**src/sv/bu_pkg.sv**
```systemverilog
package bu_pkg;

  // Default sizes of the tile store, of the largest enlargement and of the request queue.
  localparam int TILE_DIM_DEF       = 64;
  localparam int MAX_SCALE_LOG2_DEF = 4;
  localparam int QUEUE_DEPTH_DEF    = 4;

  // Field widths of the channels and registers.
  localparam int ROW_W     = 10;
  localparam int PIX_W     = 8;
  localparam int DIM_W     = 7;
  localparam int SCALE_W   = 3;
  localparam int CFG_W     = 7;
  localparam int CFG_IDX_W = 2;

  // Register reset values.
  localparam logic [DIM_W-1:0]   SRC_HEIGHT_RST     = 7'd64;
  localparam logic [DIM_W-1:0]   SRC_WIDTH_RST      = 7'd64;
  localparam logic [SCALE_W-1:0] SCALE_LOG2_RST     = 3'd3;
  localparam logic               VERTICAL_BLEND_RST = 1'b1;

  // Register indexes on the configuration port.
  typedef enum logic [CFG_IDX_W-1:0] {
    REG_SRC_HEIGHT     = 2'd0,
    REG_SRC_WIDTH      = 2'd1,
    REG_SCALE_LOG2     = 2'd2,
    REG_VERTICAL_BLEND = 2'd3
  } cfg_reg_t;

  // Request kinds.
  localparam logic MODE_LOAD  = 1'b0;
  localparam logic MODE_QUERY = 1'b1;

endpackage

```
**src/sv/bu_queue.sv**
```systemverilog
module bu_queue import bu_pkg::*; #(
  parameter int  DEPTH   = QUEUE_DEPTH_DEF,
  parameter type entry_t = logic
) (
  input  logic   clk,
  input  logic   rst_n,
  input  logic   push,
  input  entry_t push_data,
  output logic   full,
  input  logic   pop,
  output logic   not_empty,
  output entry_t head
);

  localparam int PW = (DEPTH > 1) ? $clog2(DEPTH) : 1;
  localparam int CW = $clog2(DEPTH + 1);

  entry_t         slots_r [DEPTH];
  logic [PW-1:0]  wr_ptr_r;
  logic [PW-1:0]  wr_ptr_nxt;
  logic [PW-1:0]  rd_ptr_r;
  logic [PW-1:0]  rd_ptr_nxt;
  logic [CW-1:0]  count_r;
  logic [CW-1:0]  count_nxt;

  assign full      = (count_r == CW'(DEPTH));
  assign not_empty = (count_r != '0);
  assign head      = slots_r[rd_ptr_r];

  // Pointers wrap at the depth, which need not be a power of two.
  always_comb begin
    wr_ptr_nxt = wr_ptr_r;
    rd_ptr_nxt = rd_ptr_r;
    count_nxt  = count_r;
    if (push) begin
      wr_ptr_nxt = (32'(wr_ptr_r) == DEPTH - 1) ? '0 : wr_ptr_r + PW'(1);
    end
    if (pop) begin
      rd_ptr_nxt = (32'(rd_ptr_r) == DEPTH - 1) ? '0 : rd_ptr_r + PW'(1);
    end
    if (push && !pop) begin
      count_nxt = count_r + CW'(1);
    end else if (pop && !push) begin
      count_nxt = count_r - CW'(1);
    end
  end

  always_ff @(posedge clk) begin
    if (!rst_n) begin
      wr_ptr_r <= '0;
      rd_ptr_r <= '0;
      count_r  <= '0;
    end else begin
      wr_ptr_r <= wr_ptr_nxt;
      rd_ptr_r <= rd_ptr_nxt;
      count_r  <= count_nxt;
    end
  end

  // Entry storage needs no reset.
  always_ff @(posedge clk) begin
    if (push) begin
      slots_r[wr_ptr_r] <= push_data;
    end
  end

endmodule

```
**config.mk**
```make
export PLATFORM = sky130hd
export DESIGN_NAME = bu_queue
export DESIGN_NICKNAME = d
export VERILOG_FILES = /design/src/sv/bu_pkg.sv /design/src/sv/bu_queue.sv
export SDC_FILE = /design/constraint.sdc
export NUM_CORES = 1
export LEC_CHECK = 0
export BUFFER_PORTS_ARGS = -buffer_cell sky130_fd_sc_hd__buf_4
export CELL_PAD_IN_SITES_DETAIL_PLACEMENT = 2
export CELL_PAD_IN_SITES_GLOBAL_PLACEMENT = 2
export CORE_MARGIN = 3
export CORE_UTILIZATION = 30
export CTS_BUF_LIST = sky130_fd_sc_hd__clkbuf_4 sky130_fd_sc_hd__clkbuf_8
export DETAILED_ROUTE_END_ITERATION = 16
export PLACE_DENSITY_LB_ADDON = 0.1
export SLEW_MARGIN = 5
export SYNTH_ARGS = -nofsm -noshare
export SYNTH_HDL_FRONTEND = slang
export SYNTH_SLANG_ARGS = --single-unit
```
**constraint.sdc**
```tcl
create_clock -name clk -period 3.7 [get_ports clk]
set_input_delay 0.74 -clock clk [delete_from_list [all_inputs] [get_ports clk]]
set_output_delay 0.74 -clock clk [all_outputs]
set_load 0.05 [all_outputs]
```
After elaboration in Yosys (flattened, before gate mapping)
Memory sizes are Yosys's and may differ from the RTL's. A register that Yosys moved wholly into a read port is not among the register bits.
Cells that the tools add are included.
{ "classes": {"reduce_logical": 6, "n_eq_ne": 3, "n_addsub": 4, "n_mux": 8} }
{ "ops": {"columns": ["cell", "n"], "rows": [
  ["2-bit two-way mux", 4],
  ["3-bit two-way mux", 2],
  ["2-bit by 1-bit adder with 2-bit output, second input constant", 2],
  ["2-bit equality test, second input constant", 2],
  ["3-bit by 1-bit adder with 3-bit output, second input constant", 1],
  ["3-bit equality test, second input constant", 1],
  ["3-bit nonzero test", 1],
  ["3-bit by 1-bit subtractor with 3-bit output, second input constant", 1],
  ["1-bit logical AND", 2],
  ["1-bit logical NOT", 2],
  ["1-bit two-way mux", 2],
  ["2-bit nonzero test", 1]
]} }
{ "totals": {"ram_bits": 4, "reg_bits": 7, "n_memories": 1} }
{ "memory_table": {"columns": ["memory", "depth", "width", "rd", "rd_clocked_by_memory_dff", "wr", "line_no", "rtl"], "rows": [
  ["slots_r", 4, 1, 1, 1, 1, "bu_queue.sv:18", "entry_t slots_r [DEPTH];"]
]} }

Logic depth before layout (Yosys ltp)
{ "logic_depth": {"ltp_word": 4, "depth_mapped": 7, "mapped_depth_nobuf": 7} }

Worst setup path after synthesis
OpenSTA, ideal clock, no wires.
{ "synth_path": {"path_kind": "reg-to-output", "startpoint": "register count_r[0]", "endpoint": "output port full", "setup_slack_ns": 1.446, "stages_incl_launch_ff": 2, "required_ns": 2.960, "t_arrival_ns": 1.514, "n_path_buf": 0, "path_cell_list": "dfxtp_1 -> nor3b_1"} }
{ "synth_between": {"elab_chain_cells": 1} }
{ "synth_lines": {"columns": ["item", "line_no", "rtl"], "rows": [
  ["start, declared", "bu_queue.sv:23", "logic [CW-1:0] count_r;"],
  ["start signal, assigned", "bu_queue.sv:56", "count_r <= count_nxt;"],
  ["3-bit equality test", "bu_queue.sv:26", "assign full = (count_r == CW'(DEPTH));"],
  ["end, declared", "bu_queue.sv:9", "output logic full,"]
]} }
Every way passes these cells.

==> metrics.csv <==
stage,metric,value,unit
run_status,status,"finished, final reports clean",
critical_path,CP Class,register to output pin,
critical_path,CP endpoint kind,output pin,
detailed_routing,Initial DRC Count,1,
critical_path,Worst EP required,2.96,ns
logic_synthesis,Post-synth EDFFs,4,
critical_path,CP max FO,1,
placed_design,IO Port Bufs,7,
critical_path,Top delay family on crit path,multiplexers,
logic_synthesis,Avg Inst Size Synth,12.26,um^2
pwr,leak pwr,0.3045,nW
logic_synthesis,"Cell Area, Synth",600.6,um^2
critical_path,Register-to-Register Path Depth,4,
cells_and_area,Sequential Area,300.3,um^2
sta,worst-margin pin slew,0.2633,ns
critical_path,crit-path max cell delay,0.47,ns
critical_path,Worst path depth,2,
critical_path,Worst setup SP type,register,
sta,clk_skew,0.003462,ns
critical_path,Worst path slowest cell,mux4_2,
sta,Final Critical Period,2.047,ns
global_routing,vias in the first global route,442,
detailed_routing,Routed Antenna Nets,0,
clock_network,Root Driver,clkbuf_4,
sta,slew margin rel.,82.41,%
sta,Setup TNS,0,ns
clock_network,CTS buffer count,3,
pwr,Clock power frac,26.5,%
die,Die X-Extent,50.74,um
clock_network,CTS tree,yes,
logic_synthesis,Main synth FF type,dfxtp_1,
clock_network,maximum root-to-sink buffer count,2,
pwr,switching part of the total,29.58,%
placed_design,post-DP HPWL,927.5,um
pwr,sequential power share,49.4,%
die,I/O Pins,8,
detailed_routing,via count,395,
logic_synthesis,commonest cells in the netlist,"dfxtp_1, ha_1, and2_1",
cells_and_area,fill cell count,201,
sta,Max Slew Vio Count,0,
sta,fin crit share,55.32,%
sta,Setup Viol. Count Final,0,
global_routing,largest net degree at the start of global routing,9,
worst_hold_path,Min-Delay Path Class,register to register,
sta,maximum clock frequency,488.6,MHz
cells_and_area,layout cells sized above 1,20.00,%
cells_and_area,fin area,714.4,um^2
clock_network,CTS hold repair buffers,0,
pwr,worst vdd ir,218.0,uV
cells_and_area,Multi-input gate area,285.3,um^2
logic_synthesis,sequential-to-total area share from yosys stat,50.00,%
critical_path,Buf/Inv on CP,1,
pwr,Combinational Power Share,24.1,%
global_routing,All-Layer GR Usage,10.37,%
die,starting density of the core,33.33,%
clock_network,clock latency at the later pin of the worst-skew pair,0.27,ns
clock_network,postcts setup bufs,0,
logic_synthesis,Yosys top cell by area,dfxtp_1,
pwr,total power,0.3454,mW
logic_synthesis,most common cell in the netlist,dfxtp_1,
cells_and_area,n_diodes,0,
pwr,Int Pwr,0.2432,mW
placed_design,GP Congestion,0.7778,
cells_and_area,area growth from synthesis to layout,18.96,%
clock_network,clk slew on worst S/H paths,0.08,ns
logic_synthesis,number of synthesis warnings,0,
global_routing,initial antenna violation count,0,
sta,RSZ-0062 raised after global routing,no,
die,Rows,15,
die,Die Footprint,2575,um^2
global_routing,GRT overflow,0,
sta,"Hold Vio Cnt, Final",0,
logic_synthesis,synth unique cells,18,
detailed_routing,DR pass1 iterations,2,
placed_design,Area after DPL,684.4,um^2
pwr,Power Density,483.4,nW/um^2
critical_path,"Arr. time, crit path",1.31,ns
clock_network,TritonCTS Sinks,13,
detailed_routing,DRC violations left,0,
logic_synthesis,Area contributors post-synth,"dfxtp_1, edfxtp_1, ha_1, and2_1, mux2i_1",
global_routing,first-pass GRT wire length,1.849,mm
flow_run,Max-Cap Viols,0,
detailed_routing,Total Wirelength,1.099,mm
logic_synthesis,synthesized instance count,49,
logic_synthesis,post-synth net total,61,
critical_path,crit path from,slots_r[3],
die,area of the core,1802,um^2
detailed_routing,via/cell ratio,4.647,
detailed_routing,DR WL/cell,12.93,um
critical_path,CP Cell Sequence,mux4_2 -> buf_4,
pwr,Psw,0.1021,mW
critical_path,Critical Path End,head,
critical_path,R2R setup slack,2.21,ns
logic_synthesis,area share of the largest cell type after synthesis,30.00,%
logic_synthesis,Synth async-reset ratio,0,%
logic_synthesis,synthesis-stage register bit count,13,
critical_path,r2r endpoint,count_r[2],
clock_network,CTS resizes,0,
critical_path,RR Startpoint,count_r[0],
cells_and_area,nets@finish,73,
die,die span in y,50.74,um
clock_network,CTS H-tree depth,1,
## per-layer routing
metal  global-route usage (%)  wire length, um  vias to the layer above
met5                        0                0                        -
met4                    9.417               17                        0
met3                    3.264               39                        2
met2                    19.13              624                        6
met1                    8.561              418                      198
li1                         -                -                      189
## per-stage QoR
step / hold WS [ns] / utilization, % / cells / worst slack, ns
final: 0.5246 / 39.65 / 85 / 1.653
after global routing: 0.5844 / 39.65 / 85 / 1.578
after CTS: 0.5328 / 39.65 / 85 / 1.628
after detailed placement: 0.5214 / 37.99 / 81 / 1.426
after global placement: 0.4694 / 37.99 / 81 / 1.516
after floorplan: 0.4607 / - / 49 / 1.446
## power groups by stage
stage	clock (mW)	sequential [mW]	combinational, mW
5_1_grt	0.103	0.172	0.0926
3_5_place_dp	0	0.174	0.0853
3_3_place_gp	0	0.172	0.0788
6_report	0.0915	0.170	0.0834
4_1_cts	0.100	0.171	0.0857
2_1_floorplan	0	0.171	0.0603
## kinds of logic after synthesis
group | after synthesis | share of synthesized area, %
compound gates | 4 | 4.166
xor+xnor | 2 | 2.917
fa+ha+maj | 7 | 15.83
buf+inv | 4 | 2.499
flops | 13 | 50.00
mux | 4 | 8.750
simple gates | 15 | 15.83
## placed cells by master (no fill, tap or decap), drive strengths merged
master  Yosys  routed
clkbuf      0       4
xor2        1       1
o21ai       1       1
ha          6       6
or3         2       2
fa          1       1
mux4        1       1
edfxtp      4       4
dfxtp       9       9
inv         4       4
nor2        1       1
buf         0       7
nor2b       4       4
nor3b       3       3
xnor2       1       1
o21a        1       1
a21oi       1       1
and2        5       5
mux2i       3       3
a21boi      1       1
## worst min-delay path: stages (launching register included)
cell	delay [ns]
dfxtp_1	0.33
o21ai_0	0.09
a21boi_1	0.06
## cell type report
cell class | instances | share of cell area [%]
clock buffers | 4 | 4.203
inverters | 4 | 2.102
multi-input cells | 32 | 39.93
flip-flops and latches | 13 | 42.03
well taps | 25 | 4.378
repair buffers | 7 | 7.356
## worst min path at each step
stage / endpoint / startpoint / depth (start not counted) / slack [ns]
after floorplan: count_r[2] / count_r[2] / 2 / 0.46
after global placement: count_r[2] / count_r[2] / 2 / 0.47
after detailed placement: count_r[2] / count_r[2] / 2 / 0.52
after CTS: count_r[2] / count_r[2] / 2 / 0.53
after global routing: count_r[2] / count_r[2] / 2 / 0.58
final: count_r[2] / count_r[2] / 2 / 0.52
(Power assumes the default switching activity.)
